==> src/rtl/dmss_pkg.sv <==
// Shared constants, codes and types of the dot matrix scan scroller.
package dmss_pkg;

	localparam int MAX_COLUMNS = 256;
	localparam int ADDR_W      = $clog2(MAX_COLUMNS);
	localparam int LEN_W       = ADDR_W + 1;
	localparam int STEP_W      = $clog2(LEN_W + 1);

	localparam logic [15:0] PERIOD_RESET  = 16'd1000;
	localparam logic [LEN_W-1:0] COLUMNS_RESET = LEN_W'(8);
	localparam logic [7:0]  MASK_FIRST    = 8'h80;
	localparam logic [7:0]  MASK_LAST     = 8'h01;
	localparam logic [3:0]  REPLACE_STEP  = 4'd8;

	localparam logic [1:0] KIND_TICK    = 2'd0;
	localparam logic [1:0] KIND_WRITE   = 2'd1;
	localparam logic [1:0] KIND_RESTART = 2'd2;

	localparam logic [1:0] MODE_STATIC  = 2'd0;
	localparam logic [1:0] MODE_REPLACE = 2'd1;
	localparam logic [1:0] MODE_SCROLL  = 2'd2;

	localparam logic [1:0] REG_PERIOD  = 2'd0;
	localparam logic [1:0] REG_COLUMNS = 2'd1;
	localparam logic [1:0] REG_MODE    = 2'd2;

	typedef struct packed {
		logic             go;
		logic [LEN_W-1:0] dividend;
		logic [LEN_W-1:0] divisor;
	} dmss_mod_req_t;

	typedef struct packed {
		logic              done;
		logic [ADDR_W-1:0] rem;
	} dmss_mod_rsp_t;

endpackage

==> src/rtl/dmss_mod_unit.sv <==
// Iterative remainder unit: one restoring shift-subtract step per cycle.
module dmss_mod_unit (
	input  logic                    clk,
	input  logic                    arst_n,
	input  dmss_pkg::dmss_mod_req_t req,
	output dmss_pkg::dmss_mod_rsp_t rsp
);

	logic [dmss_pkg::LEN_W-1:0]  div_q;
	logic [dmss_pkg::LEN_W-1:0]  divisor_q;
	logic [dmss_pkg::ADDR_W-1:0] rem_q;
	logic [dmss_pkg::STEP_W-1:0] cnt_q;
	logic                        done_q;
	logic [dmss_pkg::LEN_W-1:0]  trial;
	logic [dmss_pkg::LEN_W-1:0]  trial_red;

	// remainder stays below divisor <= MAX_COLUMNS, so it fits ADDR_W bits
	assign trial     = {rem_q, div_q[dmss_pkg::LEN_W-1]};
	assign trial_red = (trial >= divisor_q) ? (trial - divisor_q) : trial;

	always_ff @(posedge clk or negedge arst_n) begin
		if (!arst_n) begin
			cnt_q  <= '0;
			done_q <= 1'b0;
		end else begin
			done_q <= 1'b0;
			if (req.go) begin
				cnt_q <= dmss_pkg::STEP_W'(dmss_pkg::LEN_W);
			end else if (cnt_q != '0) begin
				cnt_q  <= cnt_q - 1'b1;
				done_q <= (cnt_q == dmss_pkg::STEP_W'(1));
			end
		end
	end

	always_ff @(posedge clk) begin
		if (req.go) begin
			div_q     <= req.dividend;
			divisor_q <= req.divisor;
			rem_q     <= '0;
		end else if (cnt_q != '0) begin
			div_q <= {div_q[dmss_pkg::LEN_W-2:0], 1'b0};
			rem_q <= trial_red[dmss_pkg::ADDR_W-1:0];
		end
	end

	assign rsp.done = done_q;
	assign rsp.rem  = rem_q;

endmodule

==> src/rtl/dot_matrix_scan_scroller.sv <==
// Top level: column-scan controller for an 8x8 LED dot matrix with frame store.
// Write and restart items leave busy low. A tick holds busy through the remainder
// steps, the store read and the output register; done rises in the same cycle that
// busy falls. A tick that advances the start column adds a second pass through the
// same remainder unit, and then done pulses while busy is still high.
// arst_n clears scan state, sets registers to reset values; frame store is not cleared.
module dot_matrix_scan_scroller (
	input  logic        clk,
	input  logic        arst_n,
	input  logic        start,
	output logic        busy,
	input  logic [1:0]  kind,
	input  logic [7:0]  column_index,
	input  logic [7:0]  column_bits,
	output logic        done,
	output logic [7:0]  row_byte,
	output logic [7:0]  column_byte,
	input  logic        cfg_we,
	input  logic [1:0]  cfg_index,
	input  logic [15:0] cfg_data
);

	typedef enum logic [1:0] {
		ST_IDLE,
		ST_ADDR,
		ST_READ,
		ST_ADV
	} state_t;

	state_t                       state_q;
	logic [15:0]                  period_q;
	logic [dmss_pkg::LEN_W-1:0]   columns_q;
	logic [1:0]                   mode_q;
	logic [dmss_pkg::ADDR_W-1:0]  start_col_q;
	logic [2:0]                   scan_q;
	logic [7:0]                   mask_q;
	logic [15:0]                  tick_q;
	logic                         adv_q;
	logic [3:0]                   step_q;
	logic                         done_q;
	logic [7:0]                   row_byte_q;
	logic [7:0]                   column_byte_q;
	logic [7:0]                   rd_q;
	logic [7:0]                   frame_q [dmss_pkg::MAX_COLUMNS];

	logic                         accept;
	logic                         tick_go;
	logic                         adv_go;
	logic [dmss_pkg::LEN_W-1:0]   len;
	logic [15:0]                  tick_next;
	logic                         mode_moves;
	dmss_pkg::dmss_mod_req_t      req;
	dmss_pkg::dmss_mod_rsp_t      rsp;

	assign accept  = start && (state_q == ST_IDLE);
	assign tick_go = accept && (kind == dmss_pkg::KIND_TICK);
	assign adv_go  = (state_q == ST_READ) && adv_q;

	always_comb begin
		if (columns_q == '0)
			len = dmss_pkg::LEN_W'(1);
		else if (columns_q > dmss_pkg::LEN_W'(dmss_pkg::MAX_COLUMNS))
			len = dmss_pkg::LEN_W'(dmss_pkg::MAX_COLUMNS);
		else
			len = columns_q;
	end

	assign tick_next  = tick_q + 16'd1;
	assign mode_moves = (mode_q == dmss_pkg::MODE_REPLACE) ||
		(mode_q == dmss_pkg::MODE_SCROLL);

	always_comb begin
		req.go      = tick_go || adv_go;
		req.divisor = len;
		if (adv_go)
			req.dividend = {1'b0, start_col_q} + dmss_pkg::LEN_W'(step_q);
		else
			req.dividend = {1'b0, start_col_q} + dmss_pkg::LEN_W'(scan_q);
	end

	dmss_mod_unit u_mod (
		.clk    (clk),
		.arst_n (arst_n),
		.req    (req),
		.rsp    (rsp)
	);

	// frame store: unwritten entries must never be read; the user ensures this, the block does not enforce it
	always_ff @(posedge clk) begin
		if (accept && (kind == dmss_pkg::KIND_WRITE))
			frame_q[column_index] <= column_bits;
		if ((state_q == ST_ADDR) && rsp.done)
			rd_q <= frame_q[rsp.rem];
	end

	always_ff @(posedge clk or negedge arst_n) begin
		if (!arst_n) begin
			state_q       <= ST_IDLE;
			period_q      <= dmss_pkg::PERIOD_RESET;
			columns_q     <= dmss_pkg::COLUMNS_RESET;
			mode_q        <= dmss_pkg::MODE_STATIC;
			start_col_q   <= '0;
			scan_q        <= '0;
			mask_q        <= dmss_pkg::MASK_FIRST;
			tick_q        <= '0;
			adv_q         <= 1'b0;
			step_q        <= '0;
			done_q        <= 1'b0;
			row_byte_q    <= '0;
			column_byte_q <= '0;
		end else begin
			done_q <= 1'b0;
			if (cfg_we) begin
				unique case (cfg_index)
					dmss_pkg::REG_PERIOD:  period_q  <= cfg_data;
					dmss_pkg::REG_COLUMNS: columns_q <= cfg_data[dmss_pkg::LEN_W-1:0];
					dmss_pkg::REG_MODE:    mode_q    <= cfg_data[1:0];
					default: ;
				endcase
			end
			unique case (state_q)
				ST_IDLE: begin
					if (accept) begin
						case (kind)
							dmss_pkg::KIND_TICK: begin
								column_byte_q <= ~mask_q;
								scan_q        <= scan_q + 3'd1;
								mask_q        <= (mask_q == dmss_pkg::MASK_LAST) ?
									dmss_pkg::MASK_FIRST : (mask_q >> 1);
								if (tick_next == period_q) begin
									tick_q <= '0;
									adv_q  <= mode_moves;
								end else begin
									tick_q <= tick_next;
									adv_q  <= 1'b0;
								end
								step_q  <= (mode_q == dmss_pkg::MODE_REPLACE) ?
									dmss_pkg::REPLACE_STEP : 4'd1;
								state_q <= ST_ADDR;
							end
							dmss_pkg::KIND_RESTART: begin
								start_col_q <= '0;
								scan_q      <= '0;
								mask_q      <= dmss_pkg::MASK_FIRST;
								tick_q      <= '0;
							end
							default: ;
						endcase
					end
				end
				ST_ADDR: begin
					if (rsp.done)
						state_q <= ST_READ;
				end
				ST_READ: begin
					row_byte_q <= ~rd_q;
					done_q     <= 1'b1;
					state_q    <= adv_q ? ST_ADV : ST_IDLE;
				end
				ST_ADV: begin
					if (rsp.done) begin
						start_col_q <= rsp.rem;
						state_q     <= ST_IDLE;
					end
				end
				default: state_q <= ST_IDLE;
			endcase
		end
	end

	assign busy        = (state_q != ST_IDLE);
	assign done        = done_q;
	assign row_byte    = row_byte_q;
	assign column_byte = column_byte_q;

endmodule

==> config.mk <==
export PLATFORM = sky130hd
export DESIGN_NAME = dot_matrix_scan_scroller
export DESIGN_NICKNAME = d
export VERILOG_FILES = /design/src/rtl/dmss_pkg.sv /design/src/rtl/dmss_mod_unit.sv /design/src/rtl/dot_matrix_scan_scroller.sv
export SDC_FILE = /design/constraint.sdc
export NUM_CORES = 2
export LEC_CHECK = 0
export BUFFER_PORTS_ARGS = -buffer_cell sky130_fd_sc_hd__buf_2
export CAP_MARGIN = 5
export CORE_MARGIN = 4
export CORE_UTILIZATION = 55
export DETAILED_ROUTE_END_ITERATION = 10
export PLACE_DENSITY_LB_ADDON = 0.12
export REMOVE_ABC_BUFFERS = 1
export SKIP_CTS_REPAIR_TIMING = 1
export SLEW_MARGIN = 30
export SYNTH_ARGS = -nofsm -noshare
export SYNTH_HDL_FRONTEND = slang
export SYNTH_SLANG_ARGS = --single-unit
==> constraint.sdc <==
create_clock -name clk -period 3.5 [get_ports clk]
set_clock_uncertainty 0.2 [all_clocks]
set_input_delay 0.525 -clock clk [delete_from_list [all_inputs] [get_ports clk]]
set_output_delay 0.525 -clock clk [all_outputs]
set_load 0.1 [all_outputs]
==> impl_metrics.ini <==
[placed_design]
globalplace.congestion = 0.825
dp.cells = 6620
dpl.hpwl_um = 134000
place.port_buffers = 57

[sta]
rsz0062_at_grt = false
maxSlewHeadroom_pct = 27.2
fmax_mhz = 291
finalMaxSlewViolations = 0
hold_slack_ns = -0.00698
hold_viol = 1
setup_viol = 0
final.min_clock_period_ns = 3.43
worst_pin_slew_ns = 1.09
post-route-period-util_pct = 98.0

[synth]
async_flop_share_pct = 4.10
yosysTopAreaCell = edfxtp_1
synthesis.area_mm2 = 0.0851
synth_top_area_share_pct = 73.2
synthFlopType = edfxtp_1
ys_warn_count = 0
synth.distinct_cells = 67
syn_inst = 4185
synth_edf_count = 2074
syn_avg_cell_area_um2 = 20.3
synth-seq-cells = 2171
seq_area_frac_synth_pct = 76.0
yosys-top-cells-area = edfxtp_1 73%, mux4_2 13%, dfrtp_1 2.4%

[cells_and_area]
drive_gt1_share_pct = 30.3
finalNetCount = 4884
instances_no_fill = 7042
synthToLayoutAreaGrowth_pct = 16.2

[clocking]
htreeDepth = 4
cts.path.max_buffers = 3
cts_root_buffer = clkbuf_16
cts_made_buffers = 212
cts_tree = built
clock_sinks = 2171
clk_pin_slew_ns = 0.06
insertion_delay_ns = 0.81

[drt]
wl_um = 211000
drcViolationCount = 0
wire_per_inst_um = 29.9
ant_nets = 0
drt_iter0_markers = 5722
first_pass_iters = 5
vias_per_cell = 6.23
num_vias = 43900

[global_routing]
antenna_found_initial = 14
grt_start_max_net_pins = 136
grt.overflow.total = 0
grtUsageTotal_pct = 26.3
grt_pass1_wl_um = 307000
grt_pass1_vias = 43800

[critical_path]
critPathRequiredTime_ns = 3.87
crit_fanout = 27
endpoint_kind = flip-flop
arrival_ns = 3.80
startpoint_type = flip-flop
worstSetupPathType = flip-flop to flip-flop

[floorplanning]
num_rows = 144
initial_utilization_pct = 55.3
io-pin-count = 58
design.die.area_mm2 = 0.161
die-width_um = 401
fp.dieH_um = 401
coreArea_mm2 = 0.154

[status]
violations = negative hold slack
status = complete, but fails checks

[min_path]
hp-class = primary input to flip-flop

[run]
drv_cap = 0

[power]
vdd_drop_max_mv = 0.565
p_leak_nw = 32.8
power_mw = 73.3
power_density_mw_per_mm2 = 741
cell usage in the layout (no fill, tap or decap), drive strengths merged, types with 81 or more instances in the layout:
master,instances
clkinv,91
buf,643
dfrtp,81
nand2,112
nor2,298
o21ai,85
edfxtp,2074
mux2i,142
mux4,496
clkbuf,279
worst max-delay path: stages (launching register included):
cell and delay [ns]:
dfxtp_4 0.56, buf_12 0.20, buf_12 0.24, mux4_2 0.55, mux4_2 0.49, a21oi_1 0.26
a21oi_1 0.07, nor3_1 0.35, buf_4 0.19, nor3_1 0.04
Yosys cell counts (4+ instances only):
| cell type | instances |
|---|---|
| nor3_1 | 21 |
| xor2_1 | 10 |
| a21oi_1 | 76 |
| clkbuf_1 | 116 |
| o21ai_0 | 80 |
| ha_1 | 21 |
| nor2b_1 | 16 |
| buf_2 | 52 |
| edfxtp_1 | 2074 |
| inv_1 | 30 |
| a311oi_1 | 6 |
| buf_4 | 50 |
| a221oi_1 | 16 |
| a22o_1 | 39 |
| buf_6 | 7 |
| o31ai_1 | 6 |
| nor3b_1 | 4 |
| a21o_1 | 18 |
| dfxtp_1 | 8 |
| a22oi_1 | 52 |
| o211ai_1 | 9 |
| nand2b_1 | 23 |
| and3_1 | 4 |
| a211oi_1 | 36 |
| dfrtp_1 | 81 |
| nand3_1 | 39 |
| a2111oi_0 | 4 |
| nor2_1 | 298 |
| nand2_1 | 112 |
| dfstp_2 | 8 |
| nand4_1 | 11 |
| mux2_2 | 35 |
| nor4_1 | 6 |
| and2_1 | 12 |
| xnor2_1 | 22 |
| o2bb2ai_1 | 4 |
| o221ai_1 | 28 |
| mux4_2 | 496 |
| buf_1 | 23 |
| mux2i_1 | 142 |
| a31oi_1 | 7 |
| o22ai_1 | 41 |
| o21ai_1 | 5 |
sequential cells by signal, summed over array words and instances, names as in the netlist:
register	count
adv_q	1
column_byte	8
columns_q	9
done	1
frame_q	2048
mask_q	8
mode_q	2
period_q	16
rd_q	8
row_byte	8
scan_q	3
start_col_q	8
state_q	2
step_q	2
tick_q	16
u_mod.cnt_q	4
u_mod.div_q	9
u_mod.divisor_q	9
u_mod.done_q	1
u_mod.rem_q	8
where the power goes:
part           switching [mW]  internal [mW]  total [mW]
logic                    12.4           9.74        22.1
registers               0.477           29.0        29.4
clock network            9.34           12.4        21.8
stage by stage:
stage	worst slack, ns	setup TNS (ns)	utilization [%]	hold slack (ns)	instance area (um2)
after CTS	-0.0960	-0.187	64.1	-0.504	98600
after floorplan	-24.42	-366.67	-	0.0294	83900
after global routing	0.00398	0	64.3	0.00849	98900
after global placement	-0.0567	-0.0696	59.8	0.259	92000
final	0.0687	0	64.3	-0.00698	98900
after detailed placement	-0.0764	-0.141	59.8	0.256	92000
final cells by class:
cell class | instances | area (um2)
diodes | 2 | 5.00
clock buffers | 276 | 5690
clock inverters | 113 | 887
fillers | 10400 | 54900
inverters | 30 | 113
multi-input cells | 1734 | 19200
flip-flops and latches | 2171 | 64700
well taps | 2044 | 2560
repair buffers | 672 | 5780
cells by family after synthesis:
family	after synthesis	synth area share, %
and+or+nand+nor	567	2.94
DFF	2171	76.0
xor gates and xnor gates	32	0.329
AOI/OAI and AO/OA	439	3.53
adders and majority gates	23	0.356
buffers and inverters	280	1.60
muxes	673	15.3
routing by layer:
layer	routed length (um)	share of wire [%]	up-vias	global-route usage, %
met5	62	0.029	-	0
met4	5310	2.5	10	7.06
met3	21600	10	318	7.37
met2	96400	46	1912	39.0
met1	87400	41	23100	39.0
li1	-	-	18500	-
final timing paths:
check,start,end,slack [ns],cells after the start
min in group asynchronous,arst_n,row_byte[0],0.07,2
setup / recovery,u_mod.rem_q[0],rd_q[5],0.07,9
hold / removal,column_bits[2],frame_q[86][2],-0.007,1
setup reg to reg,u_mod.rem_q[0],rd_q[5],0.07,9
max in group asynchronous,arst_n,period_q[7],2.20,3
hold reg to reg,column_byte[0],column_byte[0],0.27,2
Power figures use the tool's default switching activity.
